$ cat src/rtl/core/spf_pkg.sv
package spf_pkg;

    // Per-byte frame status
    typedef enum logic [1:0] {
        ST_BUSY     = 2'd0,
        ST_GOOD     = 2'd1,
        ST_CHK_ERR  = 2'd2,
        ST_OVERFLOW = 2'd3
    } t_status;

    // Register indexes on the configuration port (byte address bit 2)
    localparam logic REG_SYNC_FIRST  = 1'b0;
    localparam logic REG_SYNC_SECOND = 1'b1;

    // Register reset values
    localparam logic [7:0] SYNC_FIRST_RST  = 8'd181;
    localparam logic [7:0] SYNC_SECOND_RST = 8'd98;

    // Sync byte settings handed to the parser
    typedef struct packed {
        logic [7:0] sync_first;
        logic [7:0] sync_second;
    } t_cfg;

    // One result beat
    typedef struct packed {
        t_status     frame_status;
        logic [7:0]  msg_group;
        logic [7:0]  msg_ident;
        logic [15:0] payload_length;
        logic        data_valid;
        logic [7:0]  data_byte;
        logic [7:0]  data_index;
    } t_result;

endpackage

$ cat src/rtl/core/spf_regs.sv
module spf_regs import spf_pkg::*; (
    input  logic        i_clk,
    input  logic        i_rst_n,
    input  logic        psel,
    input  logic        penable,
    input  logic        pwrite,
    input  logic [2:0]  paddr,
    input  logic [31:0] pwdata,
    output logic [31:0] prdata,
    output logic        pready,
    output t_cfg        o_cfg
);

    logic [7:0] r_sync_first;
    logic [7:0] r_sync_second;
    logic       wr_en;

    assign pready = 1'b1;
    assign wr_en  = psel && penable && pwrite;

    // Write the addressed sync register in the access phase
    always_ff @(posedge i_clk) begin
        if (!i_rst_n) begin
            r_sync_first  <= SYNC_FIRST_RST;
            r_sync_second <= SYNC_SECOND_RST;
        end else if (wr_en) begin
            unique case (paddr[2])
                REG_SYNC_FIRST:  r_sync_first  <= pwdata[7:0];
                REG_SYNC_SECOND: r_sync_second <= pwdata[7:0];
                default: ;
            endcase
        end
    end

    // Read back the addressed register
    always_comb begin
        unique case (paddr[2])
            REG_SYNC_FIRST:  prdata = {24'd0, r_sync_first};
            REG_SYNC_SECOND: prdata = {24'd0, r_sync_second};
            default:         prdata = 32'd0;
        endcase
    end

    assign o_cfg.sync_first  = r_sync_first;
    assign o_cfg.sync_second = r_sync_second;

endmodule

$ cat src/rtl/core/spf_parse.sv
module spf_parse import spf_pkg::*; #(
    parameter int BUFFER_BYTES = 256
) (
    input  logic       i_clk,
    input  logic       i_rst_n,
    input  logic       i_take,
    input  logic [7:0] i_rx_byte,
    input  t_cfg       i_cfg,
    output t_result    o_result
);

    localparam int CNT_W = $clog2(BUFFER_BYTES + 1);
    localparam logic [CNT_W-1:0] BUF_LIM = CNT_W'(BUFFER_BYTES);

    typedef enum logic [2:0] {
        PH_HUNT  = 3'd0,
        PH_SYNC1 = 3'd1,
        PH_SYNC2 = 3'd2,
        PH_CLASS = 3'd3,
        PH_LEN1  = 3'd4,
        PH_BODY  = 3'd5,
        PH_LEN2  = 3'd6
    } t_phase;

    t_phase           r_phase, n_phase;
    logic [7:0]       r_sum_a, n_sum_a;
    logic [7:0]       r_sum_b, n_sum_b;
    logic [CNT_W-1:0] r_count, n_count;
    logic [15:0]      r_len, n_len;
    logic [7:0]       r_class, n_class;
    logic [7:0]       r_ident, n_ident;
    logic [7:0]       r_prev, n_prev;

    logic [7:0]       fold_a, fold_b;
    logic [16:0]      count_x, len_x, len_p1;
    t_status          status;
    logic             dvalid;
    logic [7:0]       dbyte, dindex;

    // Fletcher step on the incoming byte
    assign fold_a  = r_sum_a + i_rx_byte;
    assign fold_b  = r_sum_b + fold_a;
    assign count_x = 17'(r_count);
    assign len_x   = {1'b0, r_len};
    assign len_p1  = len_x + 17'd1;

    // Next state and result for one byte
    always_comb begin
        n_phase = r_phase;
        n_sum_a = r_sum_a;
        n_sum_b = r_sum_b;
        n_count = r_count;
        n_len   = r_len;
        n_class = r_class;
        n_ident = r_ident;
        n_prev  = r_prev;
        status  = ST_BUSY;
        dvalid  = 1'b0;
        dbyte   = 8'd0;
        dindex  = 8'd0;

        unique case (r_phase)
            PH_SYNC1: begin
                if (i_rx_byte == i_cfg.sync_second) begin
                    n_phase = PH_SYNC2;
                end else begin
                    n_phase = PH_HUNT;
                    n_sum_a = 8'd0;
                    n_sum_b = 8'd0;
                    n_count = '0;
                    n_len   = 16'd0;
                end
            end
            PH_SYNC2: begin
                n_sum_a = fold_a;
                n_sum_b = fold_b;
                n_class = i_rx_byte;
                n_phase = PH_CLASS;
            end
            PH_CLASS: begin
                n_sum_a = fold_a;
                n_sum_b = fold_b;
                n_ident = i_rx_byte;
                n_phase = PH_LEN1;
            end
            PH_LEN1: begin
                n_sum_a = fold_a;
                n_sum_b = fold_b;
                n_len   = {8'd0, i_rx_byte};
                n_phase = PH_LEN2;
            end
            PH_LEN2: begin
                n_sum_a = fold_a;
                n_sum_b = fold_b;
                n_len   = {i_rx_byte, r_len[7:0]};
                n_phase = PH_BODY;
            end
            PH_BODY: begin
                // second check byte, payload or first check byte, overflow
                priority if (count_x >= len_p1) begin
                    status = ((r_sum_a == r_prev) && (r_sum_b == i_rx_byte))
                             ? ST_GOOD : ST_CHK_ERR;
                end else if (r_count < BUF_LIM) begin
                    if (count_x < len_x) begin
                        n_sum_a = fold_a;
                        n_sum_b = fold_b;
                        dvalid  = 1'b1;
                        dbyte   = i_rx_byte;
                        dindex  = 8'(r_count);
                    end
                    n_count = r_count + CNT_W'(1);
                end else begin
                    status = ST_OVERFLOW;
                end
                n_prev = i_rx_byte;
            end
            default: begin
                n_phase = (i_rx_byte == i_cfg.sync_first) ? PH_SYNC1 : PH_HUNT;
            end
        endcase

        // Result shows the length before any frame-end clear
        o_result.frame_status   = status;
        o_result.msg_group      = n_class;
        o_result.msg_ident      = n_ident;
        o_result.payload_length = n_len;
        o_result.data_valid     = dvalid;
        o_result.data_byte      = dbyte;
        o_result.data_index     = dindex;

        // Drop back to hunting at frame end
        if (status != ST_BUSY) begin
            n_phase = PH_HUNT;
            n_sum_a = 8'd0;
            n_sum_b = 8'd0;
            n_count = '0;
            n_len   = 16'd0;
        end
    end

    // Hold parser state, advance on each accepted beat
    always_ff @(posedge i_clk) begin
        if (!i_rst_n) begin
            r_phase <= PH_HUNT;
            r_sum_a <= 8'd0;
            r_sum_b <= 8'd0;
            r_count <= '0;
            r_len   <= 16'd0;
            r_class <= 8'd0;
            r_ident <= 8'd0;
            r_prev  <= 8'd0;
        end else if (i_take) begin
            r_phase <= n_phase;
            r_sum_a <= n_sum_a;
            r_sum_b <= n_sum_b;
            r_count <= n_count;
            r_len   <= n_len;
            r_class <= n_class;
            r_ident <= n_ident;
            r_prev  <= n_prev;
        end
    end

endmodule

$ cat src/rtl/core/spf_obuf.sv
module spf_obuf import spf_pkg::*; (
    input  logic    i_clk,
    input  logic    i_rst_n,
    input  logic    i_take,
    input  t_result i_result,
    output logic    o_full,
    output logic    o_valid,
    input  logic    i_stall,
    output t_result o_result
);

    logic    r_out_valid;
    logic    r_skid_valid;
    t_result r_out;
    t_result r_skid;
    logic    out_fire;

    assign out_fire = r_out_valid && !i_stall;

    // Output register with one skid entry behind it
    always_ff @(posedge i_clk) begin
        if (!i_rst_n) begin
            r_out_valid  <= 1'b0;
            r_skid_valid <= 1'b0;
        end else if (r_skid_valid) begin
            if (out_fire) begin
                r_skid_valid <= 1'b0;
            end
        end else if (i_take) begin
            if (r_out_valid && i_stall) begin
                r_skid_valid <= 1'b1;
            end else begin
                r_out_valid <= 1'b1;
            end
        end else if (out_fire) begin
            r_out_valid <= 1'b0;
        end
    end

    // Payload moves without reset
    always_ff @(posedge i_clk) begin
        if (r_skid_valid) begin
            if (out_fire) begin
                r_out <= r_skid;
            end
        end else if (i_take) begin
            if (r_out_valid && i_stall) begin
                r_skid <= i_result;
            end else begin
                r_out <= i_result;
            end
        end
    end

    assign o_full   = r_skid_valid;
    assign o_valid  = r_out_valid;
    assign o_result = r_out;

endmodule

$ cat src/rtl/core/sync_frame_parser_fletcher8.sv
// Channel   Direction  Handshake            Beat contents
// input     in         i_valid / o_stall    i_rx_byte
// result    out        o_valid / i_stall    status, header, payload byte and index
// config    in         APB psel / penable   sync_first (0x0), sync_second (0x4)
//
// One received byte is accepted per cycle while the skid entry is free; its result
// beat goes to the single output register, or to the skid entry behind a stalled output.
// The rate is set by the combinational Fletcher and length compare path.
// Synchronous active-low reset returns the parser to sync hunting and the
// sync registers to 0xB5 and 0x62. o_stall rises only once the skid entry
// behind a stalled output holds a beat.
module sync_frame_parser_fletcher8 import spf_pkg::*; #(
    parameter int BUFFER_BYTES = 256
) (
    input  logic        i_clk,
    input  logic        i_rst_n,
    input  logic        i_valid,
    output logic        o_stall,
    input  logic [7:0]  i_rx_byte,
    output logic        o_valid,
    input  logic        i_stall,
    output logic [1:0]  o_frame_status,
    output logic [7:0]  o_msg_group,
    output logic [7:0]  o_msg_ident,
    output logic [15:0] o_payload_length,
    output logic        o_data_valid,
    output logic [7:0]  o_data_byte,
    output logic [7:0]  o_data_index,
    input  logic        psel,
    input  logic        penable,
    input  logic        pwrite,
    input  logic [2:0]  paddr,
    input  logic [31:0] pwdata,
    output logic [31:0] prdata,
    output logic        pready
);

    t_cfg    cfg;
    t_result parse_res;
    t_result out_res;
    logic    full;
    logic    take;

    // Accept a beat whenever the skid entry is free
    assign take    = i_valid && !full;
    assign o_stall = full;

    spf_regs u_regs (
        .i_clk   (i_clk),
        .i_rst_n (i_rst_n),
        .psel    (psel),
        .penable (penable),
        .pwrite  (pwrite),
        .paddr   (paddr),
        .pwdata  (pwdata),
        .prdata  (prdata),
        .pready  (pready),
        .o_cfg   (cfg)
    );

    spf_parse #(
        .BUFFER_BYTES (BUFFER_BYTES)
    ) u_parse (
        .i_clk     (i_clk),
        .i_rst_n   (i_rst_n),
        .i_take    (take),
        .i_rx_byte (i_rx_byte),
        .i_cfg     (cfg),
        .o_result  (parse_res)
    );

    spf_obuf u_obuf (
        .i_clk    (i_clk),
        .i_rst_n  (i_rst_n),
        .i_take   (take),
        .i_result (parse_res),
        .o_full   (full),
        .o_valid  (o_valid),
        .i_stall  (i_stall),
        .o_result (out_res)
    );

    assign o_frame_status   = out_res.frame_status;
    assign o_msg_group      = out_res.msg_group;
    assign o_msg_ident      = out_res.msg_ident;
    assign o_payload_length = out_res.payload_length;
    assign o_data_valid     = out_res.data_valid;
    assign o_data_byte      = out_res.data_byte;
    assign o_data_index     = out_res.data_index;

endmodule

$ cat config.mk
export PLATFORM = sky130hd
export DESIGN_NAME = sync_frame_parser_fletcher8
export DESIGN_NICKNAME = d
export VERILOG_FILES = /design/src/rtl/core/spf_pkg.sv /design/src/rtl/core/spf_regs.sv /design/src/rtl/core/spf_parse.sv /design/src/rtl/core/spf_obuf.sv /design/src/rtl/core/sync_frame_parser_fletcher8.sv
export SDC_FILE = /design/constraint.sdc
export NUM_CORES = 1
export LEC_CHECK = 0
export BUFFER_PORTS_ARGS = -buffer_cell sky130_fd_sc_hd__buf_4
export CORE_ASPECT_RATIO = 1.2
export CORE_MARGIN = 10
export CORE_UTILIZATION = 41
export DETAILED_ROUTE_END_ITERATION = 12
export GPL_ROUTABILITY_DRIVEN = 1
export PLACE_DENSITY = 0.64
export SYNTH_ARGS = -nofsm -noshare
export SYNTH_HDL_FRONTEND = slang
export SYNTH_SLANG_ARGS = --single-unit
$ cat constraint.sdc
create_clock -name i_clk -period 7.5 [get_ports i_clk]
set_input_delay 0.75 -clock i_clk [delete_from_list [all_inputs] [get_ports i_clk]]
set_output_delay 0.75 -clock i_clk [all_outputs]
set_load 0.02 [all_outputs]
Yosys cells after proc, flatten, opt, wreduce, memory -nomap -nowiden
Cells that the tools add are included.

storage, ports and cells
  register bits = 188
  output and inout bits = 86
  word-level logic and storage cells = 129

operators by class
  eq/ne operators = 18
  multiplexer cells = 53
  reductions and logical operators = 23
  $add $sub $neg = 4
  order comparisons = 3
  bitwise gates (word level) = 2

operators with widths
  cell                                                   count
  two-way mux 51 bit                                     4
  two-way mux 8 bit                                      19
  one-hot mux 32 bit (2 select lines)                    1
  one-hot mux 16 bit (3 select lines)                    1
  one-hot mux 8 bit (3 select lines)                     2
  two-way mux 9 bit                                      4
  equality test 8 bit                                    4
  two-way mux 16 bit                                     2
  one-hot mux 3 bit (6 select lines)                     1
  one-hot mux 9 bit (2 select lines)                     1
  adder 16 x 1 -> 17 bit, second input constant          1
  >= comparator 9 x 17 -> 1 bit                          1
  adder 8 bit                                            2
  < comparator 9 x 16 -> 1 bit                           1
  two-way mux 1 bit                                      12
  two-way mux 2 bit                                      5
  adder 9 x 1 -> 9 bit, second input constant            1
  equality test 3 bit, second input constant             3
  < comparator 9 bit, second input constant              1
  AND reduction 3 bit                                    3
  AND reduction 2 bit                                    4
  equality test 3 x 2 -> 1 bit, second input constant    2
  logical AND 1 bit                                      6
  inequality test 3 x 1 -> 1 bit, second input constant  2
  other kinds (13)                                       20

Depth between registers and ports, before layout
  depth after elaboration = 8
  depth in mapped cells = 15

By module
From an unflattened synthesis, not the netlist that was laid out.

unflattened totals
  cell total of the unflattened synthesis = 839
  area total of the unflattened synthesis = 9805.7 um2

by module, submodules not included
  module                       area each (um2)  instances  seq. area each (um2)  cells each
  spf_parse                    4764.6           1          1361.3                561
  spf_obuf                     4026.4           1          3103.0                171
  spf_regs                     1001.0           1          320.3                 106
  sync_frame_parser_fletcher8  13.8             1          0.0                   1

Worst setup path before layout
Ideal clock, no wire load.

  path kind = input to register
  start = input port i_valid
  end = register u_obuf.r_out, in the netlist u_obuf.o_result[0], enable pin
  data arrival time = 3.804 ns
  stages = 4
  setup time = 0.477 ns
  path slack = 3.219 ns
  path through = nor2b_1 -> clkbuf_1 -> a21oi_1 -> a21oi_1

between the ends
  cells in the longest elaborated chain, start to end = 3

RTL lines
  what                                  RTL line                           RTL
  from (decl)                           sync_frame_parser_fletcher8.sv:17  input logic i_valid,
  logical AND 1 bit                     sync_frame_parser_fletcher8.sv:45  assign take = i_valid && !full;
  nonzero test 2 bit (no source line)   --
  AND reduction 3 bit (no source line)  --
  to (signal assigned)                  spf_obuf.sv:44                     r_out <= r_skid;
  to (signal assigned)                  spf_obuf.sv:50                     r_out <= i_result;
  to (decl)                             spf_obuf.sv:14                     t_result r_out;

Every way passes these cells.
A chain may end at the register's enable or synchronous reset.

==> load_flow_metrics.sql <==
INSERT INTO impl_metrics (metric_group, metric, value, unit) VALUES
('run_status', 'outcome', 'finished clean', ''),
('cts', 'numClockSinks', '188', ''),
('global_routing', 'grt_pass1_vias', '6740', ''),
('synthesis', 'top_cell_type_by_total_area_after_synthesis', 'sky130_fd_sc_hd__edfxtp_1', ''),
('sta', 'timing.slew.headroom', '24.32', '%'),
('synthesis', 'synth-seq-cells', '188', ''),
('cts', 'cts_setup_buffers', '0', ''),
('layout', 'drive_gt1_share', '22.26', '%'),
('sta', 'tightestPinTransition', '1128', 'ps'),
('place', 'buffer_ports.inserted', '84', ''),
('cts', 'number_of_buffers_created_by_cts', '17', ''),
('floorplan', 'die_height', '185.9', 'um'),
('floorplan', 'cell_rows', '60', ''),
('routing', 'ant_nets', '0', ''),
('synthesis', 'synth_warnings', '0', ''),
('sta', 'grt_setup_unrepaired', 'no', ''),
('global_routing', 'grt_start_max_net_pins', '58', ''),
('routing', 'detail_route.wirelength', '21810', 'um'),
('cts', 'path_clk_slew', '70', 'ps'),
('routing', 'routed-via-count', '6637', ''),
('sta', 'setup_viol_count_final', '0', ''),
('sta', 'slew_viol_final', '0', ''),
('synthesis', 'synth_top_family_by_area', 'simple AND/OR/NAND/NOR gates', ''),
('floorplan', 'floorplan.die.width', '158.3', 'um'),
('synthesis', 'syn-instance-count', '877', ''),
('cts', 'cts.hold.buffers_added', '0', ''),
('place', 'gp_congestion', '0.8935', ''),
('pwr', 'cellPowerDensity', '216.4', 'nW/um^2'),
('cts', 'h-tree-depth', '4', ''),
('synthesis', 'post_synth.cell_area_avg', '10.73', 'sq um'),
('worst_setup_path', 'crit_path_start_kind', 'flop', ''),
('place', 'dp_hpwl', '14990', 'um'),
('synthesis', 'synth_top_area_share', '32.56', '%'),
('min_path', 'worst_hold_path_type', 'flop to flop', ''),
('synthesis', 'synth.area.top_cells', 'sky130_fd_sc_hd__edfxtp_1, sky130_fd_sc_hd__dfxtp_1, sky130_fd_sc_hd__mux2_2, sky130_fd_sc_hd__xnor2_1, sky130_fd_sc_hd__ha_1', ''),
('routing', 'routed_wire_length_per_instance', '17.78', 'um'),
('global_routing', 'wire_length_of_the_first_global_routing_pass', '35450', 'um'),
('synthesis', 'synth-compound-area-share', '9.830', '%'),
('cts', 'clockBufferDepth', '2', ''),
('global_routing', 'number_of_antenna_violations_at_the_first_check_in_global_routing', '0', ''),
('worst_setup_path', 'crit_path_end_kind', 'flop', ''),
('sta', 'finalHoldViolCount', '0', ''),
('sta', 'finalCritPeriodShare', '54.67', '%'),
('place', 'post_dp_cell_area', '10140', 'sq um'),
('floorplan', 'io-pin-count', '136', ''),
('sta', 'max_freq', '243.9', 'MHz'),
('run', 'cap_viol_max_count', '0', ''),
('layout', 'nNetsFinal', '1021', ''),
('sta', 'min_period', '4101', 'ps'),
('layout', 'final_area', '10730', 'sq um'),
('worst_setup_path', 'timing.critical_path.arrival', '4410', 'ps'),
('synthesis', 'synth_most_common_cell', 'sky130_fd_sc_hd__edfxtp_1', ''),
('worst_setup_path', 'critical_path.max_fanout', '18', ''),
('synthesis', 'adder_cell_area_share_of_the_yosys_netlist', '4.948', '%'),
('global_routing', 'gr-total-overflow', '0', ''),
('synthesis', 'ys.flop_type', 'sky130_fd_sc_hd__edfxtp_1', ''),
('sta', 'fin_tns_setup', '0', 'ps'),
('pwr', 'ir_worst_vdd', '0.1566', 'mV'),
('synthesis', 'synthSimpleGateAreaFrac', '14.39', '%'),
('floorplan', 'die_area', '29430', 'sq um'),
('cts', 'clock_latency_on_the_worst_skew_pair', '440', 'ps'),
('cts', 'ctsResizeCount', '0', ''),
('synthesis', 'synth_async_sr_flop_share', '0', '%'),
('layout', 'num_antenna_cells', '0', ''),
('routing', 'drt_pass1_iterations', '5', ''),
('routing', 'vias_per_cell', '5.409', ''),
('cts', 'cts_root_buffer', 'sky130_fd_sc_hd__clkbuf_16', ''),
('synthesis', 'seq_total_area_yosys', '50.86', '%'),
('pwr', 'leakagePower', '4.080', 'nW'),
('floorplan', 'initial_standard_cell_utilization_of_the_core', '41.77', '%'),
('synthesis', 'ys_types', '61', '');
path summary, 6_finish.rpt:
| path | start | to | slack [ps] | cells after the start |
|---|---|---|---|---|
| worst max register to register | u_parse.r_len[0] | u_obuf.o_result[10] | 3400 | 13 |
| worst max-delay path | u_parse.r_len[0] | u_obuf.o_result[10] | 3400 | 13 |
| worst min-delay path | u_regs.r_sync_first[3] | u_regs.r_sync_first[3] | 490 | 2 |
| worst min register to register | u_regs.r_sync_first[3] | u_regs.r_sync_first[3] | 490 | 2 |
cells by family (layout without fill, tap and decap cells):
group | count (synthesis) | after routing
compound gates | 143 | 143
xor+xnor | 61 | 61
fa+ha+maj | 36 | 36
buf+inv | 95 | 143
flops | 188 | 188
mux | 77 | 77
other cells | 2 | 25
simple gates | 275 | 275
per-stage QoR:
step                utilization [%]  setup slack (ps)  power (W)  cells  hold slack (ps)
global route                  47.63              2975   0.002412   1227            510.8
CTS                           47.63              3366   0.002347   1227            487.9
global placement              45.01              3450   0.001440   1195            473.9
floorplan                         -              3219   0.001359    900            457.3
finish                        47.63              3399   0.002321   1227            486.7
detailed placement            45.01              3390   0.001446   1195            478.0
sequential cells by signal, summed over array words and instances, names as in the netlist:
signal,count
u_obuf.o_full,1
u_parse.r_sum_a,8
u_obuf.o_valid,1
u_parse.r_len,16
u_parse.r_ident,8
u_obuf.r_skid,51
u_obuf.o_result,51
u_parse.r_prev,8
u_parse.r_class,8
u_regs.r_sync_first,8
u_parse.r_phase,3
u_parse.r_sum_b,8
u_regs.r_sync_second,8
u_parse.r_count,9
power breakdown:
| group | internal, W | total [W] | switching (W) |
|---|---|---|---|
| sequential | 0.00113 | 0.00115 | 0.0000178 |
| clock | 0.000493 | 0.000902 | 0.000410 |
| combinational | 0.0000996 | 0.000269 | 0.000170 |
area by class of cell:
cell class,count,area (sq um)
Fill cell,2120,11800
Sequential cell,188,4786
Multi-Input combinational cell,617,4252
Timing Repair Buffer,89,668.1
Tap cell,279,349.1
Inverter,22,82.58
Clock buffer,20,466.7
Clock inverter,12,122.6
cells in the final DEF, fill, tap and decap left out, types with 31 or more instances in the layout:
cell and instances:
sky130_fd_sc_hd__a21oi_1 47, sky130_fd_sc_hd__buf_4 89, sky130_fd_sc_hd__dfxtp_1 85, sky130_fd_sc_hd__edfxtp_1 102, sky130_fd_sc_hd__ha_1 34, sky130_fd_sc_hd__mux2_2 75, sky130_fd_sc_hd__nand2_1 61, sky130_fd_sc_hd__nor2_1 76
sky130_fd_sc_hd__o21ai_0 31, sky130_fd_sc_hd__xnor2_1 49
critical path: stages, from the launching register on:
cell and delay (ps):
sky130_fd_sc_hd__dfxtp_1 470, sky130_fd_sc_hd__ha_1 260, sky130_fd_sc_hd__nand3_1 220, sky130_fd_sc_hd__nor3_1 270, sky130_fd_sc_hd__xnor2_1 150, sky130_fd_sc_hd__ha_1 270
sky130_fd_sc_hd__a21o_1 170, sky130_fd_sc_hd__a211oi_1 210, sky130_fd_sc_hd__nand2_1 100, sky130_fd_sc_hd__o221ai_1 440, sky130_fd_sc_hd__o31ai_4 150, sky130_fd_sc_hd__nor3_2 810
sky130_fd_sc_hd__and2_1 280, sky130_fd_sc_hd__mux2_2 160
layer usage:
| metal | up-vias | global-route usage (%) | share of wire [%] |
|---|---|---|---|
| met2 | 168 | 24.97 | 47 |
| li1 | 3234 | - | - |
| met1 | 3210 | 19.11 | 46 |
| met5 | - | 0 | 0 |
| met4 | 0 | 5.046 | 1.8 |
| met3 | 25 | 3.764 | 5.0 |
No activity file was read; power rests on OpenSTA's default activity.
